**config.mk**
```make
export PLATFORM = sky130hd
export DESIGN_NAME = tgarle_cfg_regs
export DESIGN_NICKNAME = d
export VERILOG_FILES = /design/src/rtl/tgarle_pkg.sv /design/src/rtl/tgarle_cfg_regs.sv
export SDC_FILE = /design/constraint.sdc
export NUM_CORES = 1
export LEC_CHECK = 0
export ABC_AREA = 1
export BUFFER_PORTS_ARGS = -buffer_cell sky130_fd_sc_hd__buf_2
export CAP_MARGIN = 20
export CELL_PAD_IN_SITES_DETAIL_PLACEMENT = 2
export CELL_PAD_IN_SITES_GLOBAL_PLACEMENT = 2
export CORE_ASPECT_RATIO = 1.25
export CORE_MARGIN = 8
export CORE_UTILIZATION = 27
export DETAILED_ROUTE_END_ITERATION = 10
export PLACE_DENSITY_LB_ADDON = 0.1
export SYNTH_ARGS = -nofsm -noshare
export SYNTH_HDL_FRONTEND = slang
export SYNTH_SLANG_ARGS = --single-unit
```
**constraint.sdc**
```tcl
create_clock -name aclk -period 1.3 [get_ports aclk]
set_input_delay 0.26 -clock aclk [delete_from_list [all_inputs] [get_ports aclk]]
set_output_delay 0.26 -clock aclk [all_outputs]
set_load 0.005 [all_outputs]
```
**src/rtl/tgarle_pkg.sv**
```systemverilog
// ----------------------------------------------------------------------------
// tgarle_pkg
// Shared types, register indexes and format codes for the TGA RLE decoder.
// ----------------------------------------------------------------------------
package tgarle_pkg;

    localparam int PAL_DEPTH = 256;
    localparam int PAL_AW    = $clog2(PAL_DEPTH);
    localparam int MAX_RUN   = 128;

    // configuration register indexes
    localparam logic [2:0] REG_PIXEL_FORMAT = 3'd0;
    localparam logic [2:0] REG_PACKED_RUNS  = 3'd1;
    localparam logic [2:0] REG_IMAGE_WIDTH  = 3'd2;
    localparam logic [2:0] REG_IMAGE_HEIGHT = 3'd3;
    localparam logic [2:0] REG_TOP_DOWN     = 3'd4;

    // pixel formats
    localparam logic [1:0] FMT_TC24  = 2'd0;
    localparam logic [1:0] FMT_TC32  = 2'd1;
    localparam logic [1:0] FMT_GREY8 = 2'd2;
    localparam logic [1:0] FMT_PAL8  = 2'd3;

    // input actions
    localparam logic ACT_PIXEL   = 1'b0;
    localparam logic ACT_PALETTE = 1'b1;

    localparam logic [7:0] ALPHA_OPAQUE = 8'hff;
    localparam logic [6:0] HDR_LEN_MASK = 7'h7f;
    localparam int         HDR_RUN_BIT  = 7;

    typedef struct packed {
        logic [1:0]  pixel_format;
        logic        packed_runs;
        logic [15:0] image_width;
        logic [15:0] image_height;
        logic        top_down;
    } cfg_t;

    typedef struct packed {
        logic [31:0] colour;
        logic        use_pal;
        logic        pal_zero;
        logic [7:0]  count;
        logic [15:0] row;
        logic [15:0] column;
        logic        done;
        logic        clipped;
    } beat_t;

    function automatic logic [2:0] bytes_needed(input logic [1:0] fmt);
        logic [2:0] n;
        case (fmt)
            FMT_TC24: n = 3'd3;
            FMT_TC32: n = 3'd4;
            default:  n = 3'd1;
        endcase
        return n;
    endfunction

endpackage

```
**src/rtl/tgarle_cfg_regs.sv**
```systemverilog
// ----------------------------------------------------------------------------
// tgarle_cfg_regs
// Configuration register file written through the cfg channel.
// ----------------------------------------------------------------------------
module tgarle_cfg_regs import tgarle_pkg::*; (
    input  logic        aclk,
    input  logic        aresetn,
    input  logic        wr_en,
    input  logic [2:0]  wr_index,
    input  logic [15:0] wr_data,
    output cfg_t        cfg
);

    cfg_t cfg_reg;
    cfg_t cfg_next;

    always_comb begin
        cfg_next = cfg_reg;
        if (wr_en) begin
            case (wr_index)
                REG_PIXEL_FORMAT: cfg_next.pixel_format = wr_data[1:0];
                REG_PACKED_RUNS:  cfg_next.packed_runs  = wr_data[0];
                REG_IMAGE_WIDTH:  cfg_next.image_width  = wr_data;
                REG_IMAGE_HEIGHT: cfg_next.image_height = wr_data;
                REG_TOP_DOWN:     cfg_next.top_down     = wr_data[0];
                default:          cfg_next = cfg_reg;
            endcase
        end
    end

    always_ff @(posedge aclk) begin
        if (!aresetn) begin
            cfg_reg.pixel_format <= FMT_TC24;
            cfg_reg.packed_runs  <= 1'b0;
            cfg_reg.image_width  <= 16'd1;
            cfg_reg.image_height <= 16'd1;
            cfg_reg.top_down     <= 1'b0;
        end else begin
            cfg_reg <= cfg_next;
        end
    end

    assign cfg = cfg_reg;

endmodule

```
; Word level (Yosys, flattened, before mapping)
; Cells that the tools add are included.
[totals]
latch_bits = 0
in_bits = 22
output_inout_bits = 36
register_bits = 36
memories = 0
romBits = 0
ram_bits = 0
[op_classes]
bitwise = 0
mul = 0
n_div = 0
n_lt_le_gt_ge = 0
n_reduce_logical = 6
shifts = 0
n_addsub = 0
eq_ne = 4
mux = 0
[ops]
columns = cell, n
row1 = 2-bit AND reduction, 5
row2 = "3-bit by 2-bit equality test with 1-bit output, second input constant", 2
row3 = "3-bit by 1-bit equality test with 1-bit output, second input constant", 1
row4 = "3-bit equality test, second input constant", 1
row5 = 3-bit logical NOT, 1

; Depth between registers and ports, before layout
[logic_depth]
ltp_word = 2
ltp_mapped = 6
depth_no_buf = 5

; Worst setup path after synthesis
; Ideal clock, no wire load.
[synth_timing]
path_type = input port to flip-flop
startpoint = input port aresetn
endpoint = register cfg_reg (netlist bit cfg[17])
required_time_ns = 1.170
path_slack_ns = 0.399
t_arrival_ns = 0.771
setup_ns = 0.130
cell_stages = 3
path_cell_list = buf_2 > buf_1 > nand3_1
[synth_rtl]
columns = element, line_no
row1 = "start, declared", tgarle_cfg_regs.sv:7  ; input logic aresetn,
row2 = "end signal, assigned", tgarle_cfg_regs.sv:39  ; cfg_reg <= cfg_next;
row3 = "end, declared", tgarle_cfg_regs.sv:14  ; cfg_t cfg_reg;
; No word-level cell between the ends.

; Worst setup path after layout
[layout_timing]
startpoint = register cfg_reg (netlist bit cfg[25])
endpoint = output port cfg[25] (netlist name)
[layout_rtl]
columns = element, line_no
row1 = "end, declared", tgarle_cfg_regs.sv:11  ; output cfg_t cfg
; No word-level cell between the ends.

==> results.sh <==
export IMPL_drv_max_cap_violation_count=0
export IMPL_largest_register_ffs=36
export IMPL_num_rows=31
export IMPL_synth_most_common_cell="sky130_fd_sc_hd__nor2_1"
export IMPL_syn_area_per_cell_um2=6.92
export IMPL_initial_utilization_pct=27.4
export IMPL_numCtsBuffers=5
export IMPL_timing_max_transition_violations_final=0
export IMPL_ys_async_sr_fraction_pct=0
export IMPL_core_area_um2=5660
export IMPL_arrival_ps=770
export IMPL_worstPathRequired_ps=1040
export IMPL_drcViolationCount=0
export IMPL_worst_path_largest_cell_delay_ps=360
export IMPL_sequential_element_share_of_the_synthesized_area_pct=46.5
export IMPL_synth_yosys_warnings=0
export IMPL_grt_total_usage_pct=12.2
export IMPL_timing_rr_start="cfg[32]"
export IMPL_clock_tree_from_tritoncts="yes"
export IMPL_power_share_switching_pct=26.6
export IMPL_main_combinational_cell_family_by_area_after_synthesis="simple AND/OR/NAND/NOR gates"
export IMPL_dieHeight_um=101
export IMPL_synthToLayoutAreaGrowth_pct=29.9
export IMPL_tns_ps=0
export IMPL_synth_xor_xnor_area_share_pct=0
export IMPL_synthesis_instances=224
export IMPL_synth_compound_area_share_pct=0.969
export IMPL_synthDominantAreaCellType="sky130_fd_sc_hd__dfxtp_1"
export IMPL_place_gp_congestion=0.688
export IMPL_cp_cell_sequence="buf_2"
export IMPL_power_density_nw_per_um2=1100
export IMPL_reg2reg_to="cfg[32]"
export IMPL_launch_point_of_the_worst_path="cfg[25]"
export IMPL_logic_pwr_share_pct=13.6
export IMPL_post_layout_min_period_ps=1030
export IMPL_cp_buffers_inverters=1
export IMPL_design_power_total_mw=2.22
export IMPL_postSynth_topFlopCell="sky130_fd_sc_hd__dfxtp_1"
export IMPL_holdBufCountCts=0
export IMPL_share_seq_of_total_power_pct=52.2
export IMPL_final_period_utilization_pct=79.2
export IMPL_static_power_due_to_leakage_nw=1.04
export IMPL_achievable_frequency_mhz=971
export IMPL_post_synth_and_or_nand_nor_area_fraction_pct=42.0
export IMPL_wire_length_of_the_first_global_routing_pass_mm=8.39
export IMPL_synth_edf_count=0
export IMPL_finalHoldViolCount=0
export IMPL_insertion_delay_ps=280
export IMPL_nets_finish=304
export IMPL_post_cts_setup_repair_buffer_count=0
export IMPL_reg2reg_depth=2
export IMPL_clk_root_buffer_cell="sky130_fd_sc_hd__clkbuf_8"
export IMPL_worstHoldPathType="in2reg"
export IMPL_routed_via_count=1609
export IMPL_diodes=0
export IMPL_critical_path_endpoint_type="output port"
export IMPL_final_core_utilization_pct=35.6
export IMPL_post_synth_most_frequent_cells="sky130_fd_sc_hd__nor2_1, sky130_fd_sc_hd__nand2_1, sky130_fd_sc_hd__dfxtp_1, sky130_fd_sc_hd__nand3_1, sky130_fd_sc_hd__inv_1"
export IMPL_vias_in_the_first_global_route=1764
export IMPL_skew_ps=0
export IMPL_netlist_top_cells_area="sky130_fd_sc_hd__dfxtp_1, sky130_fd_sc_hd__nor2_1, sky130_fd_sc_hd__nand3_1"
export IMPL_r2r_slack_ps=710
export IMPL_final_setup_violating_endpoints=0
export IMPL_numPortBuffers=57
export IMPL_yosys_mux_area_fraction_pct=0
export IMPL_drt_antenna_violating_nets=0
export IMPL_syn_cell_area_um2=1550
export IMPL_drt_wl_total_mm=4.94
export IMPL_final_layout_size_suffix_gt1_share_pct=27.3
export IMPL_floorplan_die_area_um2=8440
export IMPL_timing_critical_path_depth=1
export IMPL_cts_resized=0
export IMPL_clock_tree_htree_level_count=2
export IMPL_fp_dieW_um=83.8
export IMPL_max_slew_worst_pin_slew_ps=303
export IMPL_yosysTopAreaCellShare_pct=46.5
export IMPL_synthDistinctLibCells=17
export IMPL_cpLargestDelayFamily="flip-flops"
export IMPL_cts_num_sinks=36
export IMPL_synthAdderAreaFrac_pct=0
export IMPL_netSwitchingPower_uw=592
export IMPL_synth_nets=246
export IMPL_worst_setup_hold_path_clk_slew_ps=70
export IMPL_grt_setup_unrepaired="false"
export IMPL_drt_iter0_markers=32
export IMPL_slew_limit_headroom_pct=79.8
export IMPL_antenna_found_initial=0
export IMPL_timing_critical_path_slowest_stage_cell="sky130_fd_sc_hd__dfxtp_1"
export IMPL_drtPass1Iterations=4
export IMPL_criticalPathCategory="reg2out"
export IMPL_outcome="finished clean"
export IMPL_final_global_route_overflow_total=0
export IMPL_maximum_fanout_along_the_worst_path=2
export IMPL_clockBufferDepth=2
export IMPL_boundaryPins=58
export IMPL_ys_seq_elements=36
export IMPL_clock_power_share_pct=34.2
export IMPL_pin_count_of_the_biggest_net_entering_global_routing=37
export IMPL_worst_setup_path_start_kind="register"
export IMPL_ir_drop_mv=0.396
export IMPL_wl_per_cell_um=14.2
export IMPL_detailedPlacementHpwl_mm=3.65
export IMPL_avgViaCountPerCell=4.62
export IMPL_power_report_internal_total_mw=1.63
export IMPL_critical_path_endpoint="cfg[25]"
## per-stage QoR
stage | std cells | hold slack [ps] | instance area (um^2) | worst slack [ps]
CTS | 348 | 228 | 2010 | 242
global route | 348 | 240 | 2010 | 223
detailed placement | 341 | 473 | 1940 | 137
finish | 348 | 227 | 2010 | 270
global placement | 341 | 459 | 1940 | 134
floorplan | 224 | 373 | 1550 | 399
## layout by cell type, fill, tap and decap left out
| master | n |
|---|---|
| sky130_fd_sc_hd__inv_1 | 19 |
| sky130_fd_sc_hd__buf_12 | 5 |
| sky130_fd_sc_hd__nand2_1 | 41 |
| sky130_fd_sc_hd__nand2_4 | 1 |
| sky130_fd_sc_hd__nor2_1 | 69 |
| sky130_fd_sc_hd__inv_2 | 3 |
| sky130_fd_sc_hd__nor2_4 | 3 |
| sky130_fd_sc_hd__clkbuf_1 | 1 |
| sky130_fd_sc_hd__nand3_1 | 36 |
| sky130_fd_sc_hd__buf_2 | 57 |
| sky130_fd_sc_hd__o21ai_0 | 1 |
| sky130_fd_sc_hd__clkbuf_8 | 5 |
| sky130_fd_sc_hd__a21oi_1 | 2 |
| sky130_fd_sc_hd__dfxtp_1 | 36 |
| sky130_fd_sc_hd__nand2_2 | 1 |
| sky130_fd_sc_hd__nor2_2 | 1 |
| sky130_fd_sc_hd__clkinv_2 | 1 |
## final cells by class
class / count / area (um^2)
clock buffers: 6 / 72.6
clock inverters: 1 / 5.00
multi-input cells: 155 / 666
repair buffers: 62 / 385
fillers: 725 / 3650
well taps: 66 / 82.6
flip-flops and latches: 36 / 721
inverters: 22 / 82.6
## worst register-to-register path, stage by stage (launching register included)
cell,delay (ps)
sky130_fd_sc_hd__dfxtp_1,320
sky130_fd_sc_hd__nor2_1,120
sky130_fd_sc_hd__nor2_1,60
## how the worst min path moves through the flow
stage / start / endpoint / slack (ps) / cells after the start
final: wr_data[0] / cfg[17] / 230 / 3
after detailed placement: cfg[3] / cfg[3] / 470 / 2
after global routing: wr_data[0] / cfg[17] / 240 / 3
after floorplan: wr_data[0] / cfg[17] / 370 / 2
after CTS: wr_data[0] / cfg[17] / 230 / 3
after global placement: cfg[3] / cfg[3] / 460 / 2
## power by group through the flow
stage	combinational (mW)	sequential (mW)	clock, mW
final	0.302	1.16	0.761
after global placement	0.306	1.19	0
after detailed placement	0.310	1.19	0
after global routing	0.346	1.17	0.836
after floorplan	0.168	1.19	0
after CTS	0.312	1.16	0.797
## cell families after synthesis
| family | Yosys count |
|---|---|
| AOI/OAI and AO/OA | 3 |
| buffers and inverters | 33 |
| and+or+nand+nor | 152 |
| DFF | 36 |
## per-layer routing
metal / wire (um) / global-route usage (%)
met4: 47 / 3.99
met3: 249 / 3.72
met5: 0 / 0
met2: 2520 / 22.5
met1: 2120 / 12.8
Note: power is estimated with default switching activity, not from simulation.
