`src/rtl/tgarle_pkg.sv`:
```
// ----------------------------------------------------------------------------
// tgarle_pkg
// Shared types, register indexes and format codes for the TGA RLE decoder.
// ----------------------------------------------------------------------------
package tgarle_pkg;

    localparam int PAL_DEPTH = 256;
    localparam int PAL_AW    = $clog2(PAL_DEPTH);
    localparam int MAX_RUN   = 128;

    // configuration register indexes
    localparam logic [2:0] REG_PIXEL_FORMAT = 3'd0;
    localparam logic [2:0] REG_PACKED_RUNS  = 3'd1;
    localparam logic [2:0] REG_IMAGE_WIDTH  = 3'd2;
    localparam logic [2:0] REG_IMAGE_HEIGHT = 3'd3;
    localparam logic [2:0] REG_TOP_DOWN     = 3'd4;

    // pixel formats
    localparam logic [1:0] FMT_TC24  = 2'd0;
    localparam logic [1:0] FMT_TC32  = 2'd1;
    localparam logic [1:0] FMT_GREY8 = 2'd2;
    localparam logic [1:0] FMT_PAL8  = 2'd3;

    // input actions
    localparam logic ACT_PIXEL   = 1'b0;
    localparam logic ACT_PALETTE = 1'b1;

    localparam logic [7:0] ALPHA_OPAQUE = 8'hff;
    localparam logic [6:0] HDR_LEN_MASK = 7'h7f;
    localparam int         HDR_RUN_BIT  = 7;

    typedef struct packed {
        logic [1:0]  pixel_format;
        logic        packed_runs;
        logic [15:0] image_width;
        logic [15:0] image_height;
        logic        top_down;
    } cfg_t;

    typedef struct packed {
        logic [31:0] colour;
        logic        use_pal;
        logic        pal_zero;
        logic [7:0]  count;
        logic [15:0] row;
        logic [15:0] column;
        logic        done;
        logic        clipped;
    } beat_t;

    function automatic logic [2:0] bytes_needed(input logic [1:0] fmt);
        logic [2:0] n;
        case (fmt)
            FMT_TC24: n = 3'd3;
            FMT_TC32: n = 3'd4;
            default:  n = 3'd1;
        endcase
        return n;
    endfunction

endpackage

```
`src/rtl/tgarle_out_reg.sv`:
```
// ----------------------------------------------------------------------------
// tgarle_out_reg
// Result register: merges the palette read into the colour and holds the beat.
// ----------------------------------------------------------------------------
module tgarle_out_reg import tgarle_pkg::*; (
    input  logic        aclk,
    input  logic        aresetn,
    input  logic        load,
    input  beat_t       beat,
    input  logic [31:0] pal_data,
    input  logic        m_ready,
    output logic        m_valid,
    output logic [31:0] m_pixel_argb,
    output logic [7:0]  m_repeat_count,
    output logic [15:0] m_mem_row,
    output logic [15:0] m_mem_column,
    output logic        m_image_done,
    output logic        m_run_clipped
);

    logic  valid_reg, valid_next;
    beat_t beat_reg,  beat_next;

    always_comb begin
        valid_next = (m_ready && valid_reg) ? 1'b0 : valid_reg;
        beat_next  = beat_reg;
        if (load) begin
            valid_next = 1'b1;
            beat_next  = beat;
            if (beat.use_pal) begin
                beat_next.colour = beat.pal_zero ? 32'd0 : pal_data;
            end
        end
    end

    always_ff @(posedge aclk) begin
        if (!aresetn) begin
            valid_reg <= 1'b0;
        end else begin
            valid_reg <= valid_next;
        end
    end

    always_ff @(posedge aclk) begin
        beat_reg <= beat_next;
    end

    assign m_valid        = valid_reg;
    assign m_pixel_argb   = beat_reg.colour;
    assign m_repeat_count = beat_reg.count;
    assign m_mem_row      = beat_reg.row;
    assign m_mem_column   = beat_reg.column;
    assign m_image_done   = beat_reg.done;
    assign m_run_clipped  = beat_reg.clipped;

endmodule

```
`config.mk`:
```
export PLATFORM = sky130hd
export DESIGN_NAME = tgarle_out_reg
export DESIGN_NICKNAME = d
export VERILOG_FILES = /design/src/rtl/tgarle_pkg.sv /design/src/rtl/tgarle_out_reg.sv
export SDC_FILE = /design/constraint.sdc
export NUM_CORES = 1
export LEC_CHECK = 0
export ABC_AREA = 1
export BUFFER_PORTS_ARGS = -buffer_cell sky130_fd_sc_hd__buf_4
export CAP_MARGIN = 40
export CORE_MARGIN = 1.5
export CORE_UTILIZATION = 37
export CTS_CLUSTER_DIAMETER = 200
export CTS_CLUSTER_SIZE = 30
export DETAILED_ROUTE_END_ITERATION = 10
export GPL_ROUTABILITY_DRIVEN = 0
export GPL_TIMING_DRIVEN = 0
export PLACE_DENSITY = 0.78
export SETUP_SLACK_MARGIN = 0.15
export SLEW_MARGIN = 30
export SYNTH_ARGS = -nofsm -noshare
export SYNTH_HDL_FRONTEND = slang
export SYNTH_SLANG_ARGS = --single-unit
```
`constraint.sdc`:
```
create_clock -name aclk -period 0.8 [get_ports aclk]
set_input_delay 0.24 -clock aclk [delete_from_list [all_inputs] [get_ports aclk]]
set_output_delay 0.24 -clock aclk [all_outputs]
set_load 0.02 [all_outputs]
```
# Word-level counts from Yosys, hierarchy flattened
# Cells that the tools add are included.
# totals
regBits,75
in_bits,112
out_inout_bits,75
elab_cells,13
# classes
n_mux,4
reduce_logical,2
# ops
operator,n
$mux 32,2
$mux 1,2
$reduce_bool 2->1,1
$logic_and 1x1->1,1

# Longest topological paths before layout
# Gate-level depths: netlist of run 1.
# logic_depth
ltp_word,3
mapped_depth,5
ltp_nobuf,3

# Least setup slack after synthesis of run 1
# Ideal clock, no wire load.
# synth_path
kind,input to register
start,input port beat[43] in the netlist's numbering
end,register beat_reg (netlist bit m_pixel_argb[0]) (data pin)
setup_time_ns,0.253
t_arrival_ns,0.611
required_time_ns,0.547
setup_slack_ns,-0.064
path_stages,5
n_path_buf,2
path_cell_list,buf_6 inv_6 buf_8 nand2_2 nand2_1
# synth_between
elab_chain_len,1
# synth_lines
element,line,rtl
from (decl),tgarle_out_reg.sv:9,"input beat_t beat,"
$mux 32,tgarle_out_reg.sv:30,if (beat.use_pal) begin
to (signal assigned),tgarle_out_reg.sv:45,beat_reg <= beat_next;
to (decl),tgarle_out_reg.sv:22,"beat_t beat_reg, beat_next;"
# No other way between the ends.
# A chain may end at the register's enable or synchronous reset.

# Worst setup path in the final report of run 1
# layout_path
start,register beat_reg (netlist bit m_mem_column[14])
end,output port m_mem_column[14]
# layout_rtl
element,line,rtl
to (decl),tgarle_out_reg.sv:16,"output logic [15:0] m_mem_column,"
# No word-level cell between the ends.

==> results of run 1 <==
[metrics by stage]
step | total power [W] | setup slack (ns)
2_1_floorplan | 0.005522 | -0.04260
3_3_place_gp | 0.006520 | -0.5474
3_5_place_dp | 0.006570 | -0.4903
4_1_cts | 0.01062 | -0.3728
5_1_grt | 0.01094 | -0.3884
6_report | 0.01058 | -0.3471
[power by group through the flow]
stage / registers [W] / clock network (W) / logic, W
2_1_floorplan: 0.00530 / 0 / 0.000226
3_3_place_gp: 0.00486 / 0 / 0.00166
3_5_place_dp: 0.00487 / 0 / 0.00170
4_1_cts: 0.00484 / 0.00387 / 0.00191
5_1_grt: 0.00488 / 0.00401 / 0.00204
6_report: 0.00485 / 0.00380 / 0.00193
[area by class of cell]
class	count	area [um^2]	share of cell area, %
Sequential cell	75	2243	45.32
Timing Repair Buffer	187	1742	35.19
Multi-Input combinational cell	98	434.2	8.771
Clock inverter	6	137.6	2.781
Clock buffer	10	127.6	2.578
Tap cell	99	123.9	2.503
Buffer	10	117.6	2.376
Inverter	5	23.77	0.4803
[cell families after synthesis]
logic type	count (synthesis)	share of synthesized area, %
AND/OR/NAND/NOR	97	15.34
flip-flops	75	80.14
buffers and inverters	15	4.338
AO/OA/AOI/OAI	1	0.1787
[cell usage after synthesis]
cell type / count
inv_6: 1
nand2_1: 55
buf_6: 6
nand3_1: 32
buf_8: 1
buf_2: 3
edfxtp_1: 74
nand2_2: 10
inv_1: 4
dfxtp_1: 1
a21oi_1: 1
[what timing repair did]
item | 4_1_cts | 5_1_grt
endpoints found under the hold margin | 0 | 0
buffers inserted | 0 | 0
setup endpoints to repair | 153 | 81
resized for setup | 77 | 8
gates cloned | 1 | 0
[cells in the final DEF (no fill, tap or decap)]
cell,instances
inv_6,1
nand3_1,32
buf_4,112
inv_1,3
clkbuf_1,1
dfxtp_2,1
buf_6,80
buf_16,3
clkbuf_8,9
edfxtp_1,74
nand2_1,55
bufinv_16,4
nand2_2,10
clkinv_4,2
buf_12,1
a21oi_1,1
inv_2,1
buf_8,1
[per-layer routing]
metal	GRT usage, %	up-vias	routed length, um
li1	-	1060	-
met1	19.63	1055	2635
met2	35.43	142	4170
met3	8.714	13	794
met4	8.730	0	177
met5	0	-	0
[sequential cells by signal, indices dropped and copies added (netlist names)]
signal and count:
m_pixel_argb 32, m_run_clipped 1, m_repeat_count 8, m_mem_column 16
m_mem_row 16, m_image_done 1, m_valid 1
[path summary, 6_finish.rpt]
check	from	to	slack (ns)
worst max-delay path	m_mem_column[14]	m_mem_column[14]	-0.35
worst min-delay path	beat[10]	m_mem_column[8]	0.07
worst max register to register	m_valid	m_valid	0.18
worst min register to register	m_valid	m_valid	0.49
==> results.py, run 1 <==
metrics = {
    "run_status": {
        "status": "finished with violations",
        "failed_checks": "negative setup slack",
    },
    "timing": {
        "rsz0062_at_grt": "true",
        "finalCritPeriodShare_pct": 143.4,
        "final_max_slew_viol_count": 0,
        "relSlewSlack_pct": 85.59,
        "min_period_ns": 1.147,
        "fmax_mhz": 871.8,
        "clock_skew_ns": 0,
        "tightest_slew_ns": 0.2162,
        "final-setup-viol-count": 75,
        "worst_slack_ns": -0.3471,
        "final_hold_viol_count": 0,
        "whs_ns": 0.06871,
        "tns_ns": -23.60,
    },
    "layout": {
        "drive_gt1_share_pct": 57.54,
        "n_antenna_cell": 0,
        "fin_nets": 498,
        "area_growth_pct": 76.92,
        "utilization_pct": 67.88,
        "final_cell_area_um2": 4950,
        "fillCellCount": 510,
        "stdcell_count": 490,
    },
    "critical_path": {
        "path_class": "reg2out",
        "arrival_ns": 0.91,
        "cp-start-kind": "register",
        "cp_top_family": "flip-flops",
        "crit_slowest_cell": "edfxtp_1",
        "worstPathRequired_ns": 0.56,
        "crit_chain": "buf_6",
        "crit_buf_inv": 1,
        "worstPathMaxFanout": 1,
        "worstSetupEndpointType": "primary output",
        "critical_path_depth": 1,
        "r2r_cells": 2,
        "slowest_delay_ns": 0.41,
    },
    "clock_tree": {
        "cts_buffers": 9,
        "htreeDepth": 3,
        "cts.sinks": 75,
        "tritoncts": "built",
        "clk_pin_slew_worst_paths_ns": 0.08,
        "cts_root_buf": "clkbuf_8",
        "holdBufCountCts": 0,
        "clock_path_buffers": 2,
        "insertion_delay_ns": 0.34,
    },
    "global_routing": {
        "grt_max_degree": 39,
        "overflow": 0,
        "grt_pass1_vias": 2338,
        "antenna_found_initial": 0,
        "grt_pass1_wl_mm": 12.02,
        "grt_usage_pct": 19.75,
    },
    "drt": {
        "vias": 2270,
        "routed_via_density": 4.633,
        "ant_nets": 0,
        "wl_mm": 7.778,
        "drtIter0Drc": 48,
        "drtPass1Iterations": 4,
        "drc": 0,
        "wire_per_inst_um": 15.87,
    },
    "floorplan": {
        "core_area_um2": 7292,
        "die-width_um": 89.96,
        "ios": 187,
        "die-area_um2": 8092,
        "chipHeight_um": 89.96,
        "rows": 31,
        "start_util_pct": 38.37,
    },
    "power": {
        "ir_worst_vdd_v": 0.0008194,
        "p_leak_nw": 2.238,
        "power.density_nw_per_um2": 2138,
        "switching_share_pct": 22.93,
        "seqPwrFrac_pct": 45.8,
        "pwr-share-comb_pct": 18.3,
        "p_clk_share_pct": 35.9,
        "power_switching_w": 0.002427,
        "internal_power_w": 0.008155,
    },
    "hold_path": {
        "hold_class": "in2reg",
        "holdPathStages": 1,
    },
    "yosys": {
        "synthTopCellsByArea": "edfxtp_1 (79%), nand2_1 (7.4%), nand3_1 (5.7%)",
        "synth_cell_types": 11,
        "yosysWarnings": 0,
        "synth_cells": 188,
        "synth_top_area_share_pct": 79.43,
        "synth.avg_cell_area_um2": 14.88,
        "synth-seq-cells": 75,
        "seq_area_frac_synth_pct": 80.14,
        "syn_area_um2": 2798,
        "syn-num-nets": 300,
        "yosysTopAreaCell": "edfxtp_1",
    },
    "place": {
        "dp.cells": 473,
        "dp_hpwl_mm": 5.244,
        "post_dp_cell_area_um2": 4340,
        "io_buffers": 185,
    },
    "job": {
        "maxCapViolCount": 0,
    },
}
(Power assumes the default switching activity.)
==> run 2: changes to the inputs <==
- SKIP_CTS_REPAIR_TIMING: default -> 1
==> results.py, run 2 (synthesized netlist as in run 1, its figures left out) <==
metrics = {
    "power": {
        "p_leak_nw": 2.237,
        "p_clk_share_pct": 35.9,
        "switching_share_pct": 22.93,
        "ir_worst_vdd_v": 0.0008691,
        "power.density_nw_per_um2": 2139,
        "internal_power_w": 0.008146,
        "power_switching_w": 0.002424,
        "pwr-share-comb_pct": 18.3,
        "seqPwrFrac_pct": 45.9,
    },
    "drt": {
        "routed_via_density": 4.666,
        "wire_per_inst_um": 16.19,
        "wl_met1_mm": 2.786,
        "ant_nets": 0,
        "drtPass1Iterations": 4,
        "drc": 0,
        "wl_mm": 7.949,
        "wl_met3_um": 736,
        "vias": 2291,
        "highest_layer": "met4",
        "drtIter0Drc": 54,
        "met2_length_mm": 4.244,
    },
    "timing": {
        "relSlewSlack_pct": 84.30,
        "rsz0062_at_grt": "true",
        "final_max_slew_viol_count": 0,
        "fmax_mhz": 862.8,
        "worst_slack_ns": -0.3591,
        "whs_ns": 0.06981,
        "min_period_ns": 1.159,
        "finalCritPeriodShare_pct": 144.9,
        "final_hold_viol_count": 0,
        "tns_ns": -23.53,
        "tightest_slew_ns": 0.2355,
        "clock_skew_ns": 0,
        "final-setup-viol-count": 75,
    },
    "critical_path": {
        "cp_top_family": "flip-flops",
        "path_class": "reg2out",
        "cp-start-kind": "register",
        "worstPathMaxFanout": 1,
        "slowest_delay_ns": 0.42,
        "crit_buf_inv": 1,
        "crit_chain": "buf_6",
        "worstPathRequired_ns": 0.56,
        "arrival_ns": 0.92,
        "worstSetupEndpointType": "primary output",
        "crit_slowest_cell": "edfxtp_1",
    },
    "global_routing": {
        "overflow": 0,
        "grt_max_degree": 40,
        "antenna_found_initial": 0,
        "grt_usage_pct": 17.51,
        "grt_pass1_wl_mm": 10.73,
        "grt_pass1_vias": 2175,
    },
    "hold_path": {
        "hold_class": "in2reg",
    },
    "job": {
        "maxCapViolCount": 0,
    },
    "layout": {
        "largest_register_ffs": 32,
        "n_antenna_cell": 0,
        "area_growth_pct": 76.61,
        "drive_gt1_share_pct": 57.65,
        "final_common_cell": "buf_4",
        "fin_nets": 499,
        "stdcell_count": 491,
        "layout_common_cells": "buf_4 (112), buf_6 (79), edfxtp_1 (74)",
        "fillCellCount": 510,
    },
    "floorplan": {
        "die-width_um": 89.96,
        "die-area_um2": 8092,
        "rows": 31,
        "core_area_um2": 7292,
        "chipHeight_um": 89.96,
        "start_util_pct": 38.37,
        "ios": 187,
    },
    "place": {
        "dp.cells": 473,
        "io_buffers": 185,
        "dp_hpwl_mm": 5.244,
    },
    "clock_tree": {
        "cts_buffers": 9,
        "cts_root_buf": "clkbuf_8",
        "clock_path_buffers": 2,
        "tritoncts": "built",
        "clk_pin_slew_worst_paths_ns": 0.08,
        "insertion_delay_ns": 0.34,
        "cts.sinks": 75,
        "htreeDepth": 3,
    },
    "run_status": {
        "status": "finished with violations",
        "failed_checks": "negative setup slack",
    },
}
[run 2: layout make-up]
class / instances / area (um^2) / share of cell area, %
buffer: 10 / 115.1 / 2.330
clock buffer: 10 / 127.6 / 2.583
clock inverter: 6 / 137.6 / 2.786
inverter: 5 / 23.77 / 0.4811
multi-input combinational: 98 / 434.2 / 8.787
sequential: 75 / 2243 / 45.40
tap: 99 / 123.9 / 2.507
timing repair buffer: 188 / 1735 / 35.12
[run 2: per-layer routing]
metal | vias up | GRT usage, %
met5 | - | 0
met3 | 19 | 6.768
met2 | 143 | 28.94
met4 | 0 | 8.069
li1 | 1060 | -
met1 | 1069 | 20.08
[run 2: power groups by stage]
stage                     registers (W)  logic (W)  clock network [W]
after floorplan                 0.00530   0.000226                  0
after global placement          0.00486    0.00166                  0
after detailed placement        0.00487    0.00170                  0
after CTS                       0.00478    0.00170            0.00387
after global routing            0.00488    0.00203            0.00402
final                           0.00485    0.00193            0.00379
[run 2: path summary, 6_finish.rpt]
path              startpoint              end  slack, ns  cells after the start
min                 beat[27]     m_mem_row[9]       0.07                      1
max          m_mem_column[9]  m_mem_column[9]      -0.36                      1
min reg2reg          m_valid          m_valid       0.49                      2
max reg2reg          m_valid          m_valid       0.17                      2
[run 2: through the flow]
stage	power [W]	utilization (%)	setup slack, ns	cell area, um^2
detailed placement	0.006570	59.52	-0.4903	4340
global placement	0.006520	59.25	-0.5474	4320
global route	0.01093	67.76	-0.3958	4941
CTS	0.01035	63.16	-0.3818	4606
finish	0.01057	67.76	-0.3591	4941
floorplan	0.005522	-	-0.04260	2808
==> run 3: changes to the inputs <==
- CAP_MARGIN: 40 -> default
- CELL_PAD_IN_SITES_DETAIL_PLACEMENT: default -> 1
- CELL_PAD_IN_SITES_GLOBAL_PLACEMENT: default -> 2
- CORE_UTILIZATION: 37 -> 22
- RECOVER_POWER: default -> 50
==> results.py, run 3 (synthesized netlist as in run 1, its figures left out) <==
metrics = {
    "run_status": {
        "failed_checks": "negative setup slack",
        "status": "finished with violations",
    },
    "power": {
        "report.power.total_w": 0.01059,
        "p_leak_nw": 2.236,
        "ir_worst_vdd_v": 0.0007123,
        "power.density_nw_per_um2": 2049,
    },
    "critical_path": {
        "worstPathMaxFanout": 1,
        "crit_buf_inv": 1,
        "worstSetupEndpointType": "primary output",
        "path_class": "reg2out",
        "worstPathRequired_ns": 0.56,
        "crit_chain": "buf_6",
        "arrival_ns": 0.90,
        "cp-start-kind": "register",
        "slowest_delay_ns": 0.41,
        "cp_top_family": "flip-flops",
        "crit_slowest_cell": "edfxtp_1",
    },
    "timing": {
        "final_max_slew_viol_count": 0,
        "worst_slack_ns": -0.3383,
        "clock_skew_ns": 0,
        "fmax_mhz": 878.5,
        "min_period_ns": 1.138,
        "relSlewSlack_pct": 60.80,
        "final_hold_viol_count": 0,
        "final-setup-viol-count": 75,
        "rsz0062_at_grt": "true",
        "whs_ns": 0.1014,
        "tns_ns": -22.19,
        "finalCritPeriodShare_pct": 142.3,
        "tightest_slew_ns": 0.5880,
    },
    "clock_tree": {
        "htreeDepth": 3,
        "cts_buffers": 9,
        "clock_path_buffers": 2,
        "clk_pin_slew_worst_paths_ns": 0.07,
        "cts.sinks": 75,
        "insertion_delay_ns": 0.33,
        "cts_root_buf": "clkbuf_16",
        "tritoncts": "built",
    },
    "drt": {
        "drtPass1Iterations": 4,
        "vias": 2274,
        "routed_via_density": 4.046,
        "wire_per_inst_um": 16.01,
        "ant_nets": 0,
        "drtIter0Drc": 119,
        "wl_mm": 8.995,
        "drc": 0,
    },
    "floorplan": {
        "chipHeight_um": 115.8,
        "rows": 41,
        "ios": 187,
        "start_util_pct": 22.35,
        "core_area_um2": 12520,
        "die-width_um": 115.8,
        "die-area_um2": 13400,
    },
    "global_routing": {
        "grt_max_degree": 76,
        "grt_pass1_vias": 2237,
        "grt_usage_pct": 11.94,
        "overflow": 0,
        "grt_pass1_wl_mm": 11.79,
        "antenna_found_initial": 0,
    },
    "layout": {
        "largest_register_ffs": 32,
        "final_common_cell": "buf_6",
        "drive_gt1_share_pct": 65.13,
        "area_growth_pct": 84.66,
        "n_antenna_cell": 0,
        "layout_common_cells": "buf_6 (83), edfxtp_1 (74), buf_4 (66)",
        "stdcell_count": 562,
        "fin_nets": 497,
    },
    "place": {
        "dp.cells": 545,
        "io_buffers": 185,
        "place_ws_ns": -0.6284,
        "dp_hpwl_mm": 6.184,
    },
    "job": {
        "maxCapViolCount": 0,
    },
    "hold_path": {
        "hold_class": "in2reg",
    },
}
[run 3: cell count changes in the layout (fill, tap and decap cells not counted), sizes merged]
cell | previous run | this run
buf | 196 | 154
clkinvlp | 0 | 3
clkbuf | 12 | 51
clkinv | 2 | 3
bufinv | 4 | 0
inv | 5 | 6
[run 3: cell type report]
cell class,count,area [um^2]
fill,1361,7351
clock buffer,9,225.2
multi-input combinational,98,574.3
buffer,10,137.6
clock inverter,7,50.05
sequential,75,2243
tap,172,215.2
timing repair buffer,186,1693
inverter,5,27.53
[run 3: metrics by stage]
stage | utilization, % | cell area (um^2)
finish | 41.27 | 5166
global route | 41.27 | 5166
CTS | 37.45 | 4687
detailed placement | 35.25 | 4412
global placement | 35.25 | 4412
floorplan | - | 2808
[run 3: worst paths after layout]
check,start,to,slack (ns),cells past startpoint
setup / recovery,m_mem_row[1],m_mem_row[1],-0.34,1
hold / removal,beat[32],m_mem_row[14],0.10,1
setup reg to reg,m_valid,m_valid,0.24,2
hold reg to reg,m_valid,m_valid,0.47,2
[run 3: power by group]
| part | internal, W | switching [W] | leakage (nW) | total [W] |
|---|---|---|---|---|
| logic | 0.00105 | 0.000914 | 1.38 | 0.00196 |
| registers | 0.00470 | 0.000154 | 0.730 | 0.00486 |
| clock network | 0.00211 | 0.00165 | 0.130 | 0.00377 |
| total | 0.00786 | 0.00272 | 2.24 | 0.0106 |
[run 3: per-layer routing]
metal / vias up / track usage (%) / wire length, um
met5: - / 0 / 0
met4: 0 / 4.228 / 94
met3: 7 / 4.132 / 829
met2: 107 / 21.06 / 4709
met1: 1102 / 13.38 / 3362
li1: 1058 / - / -
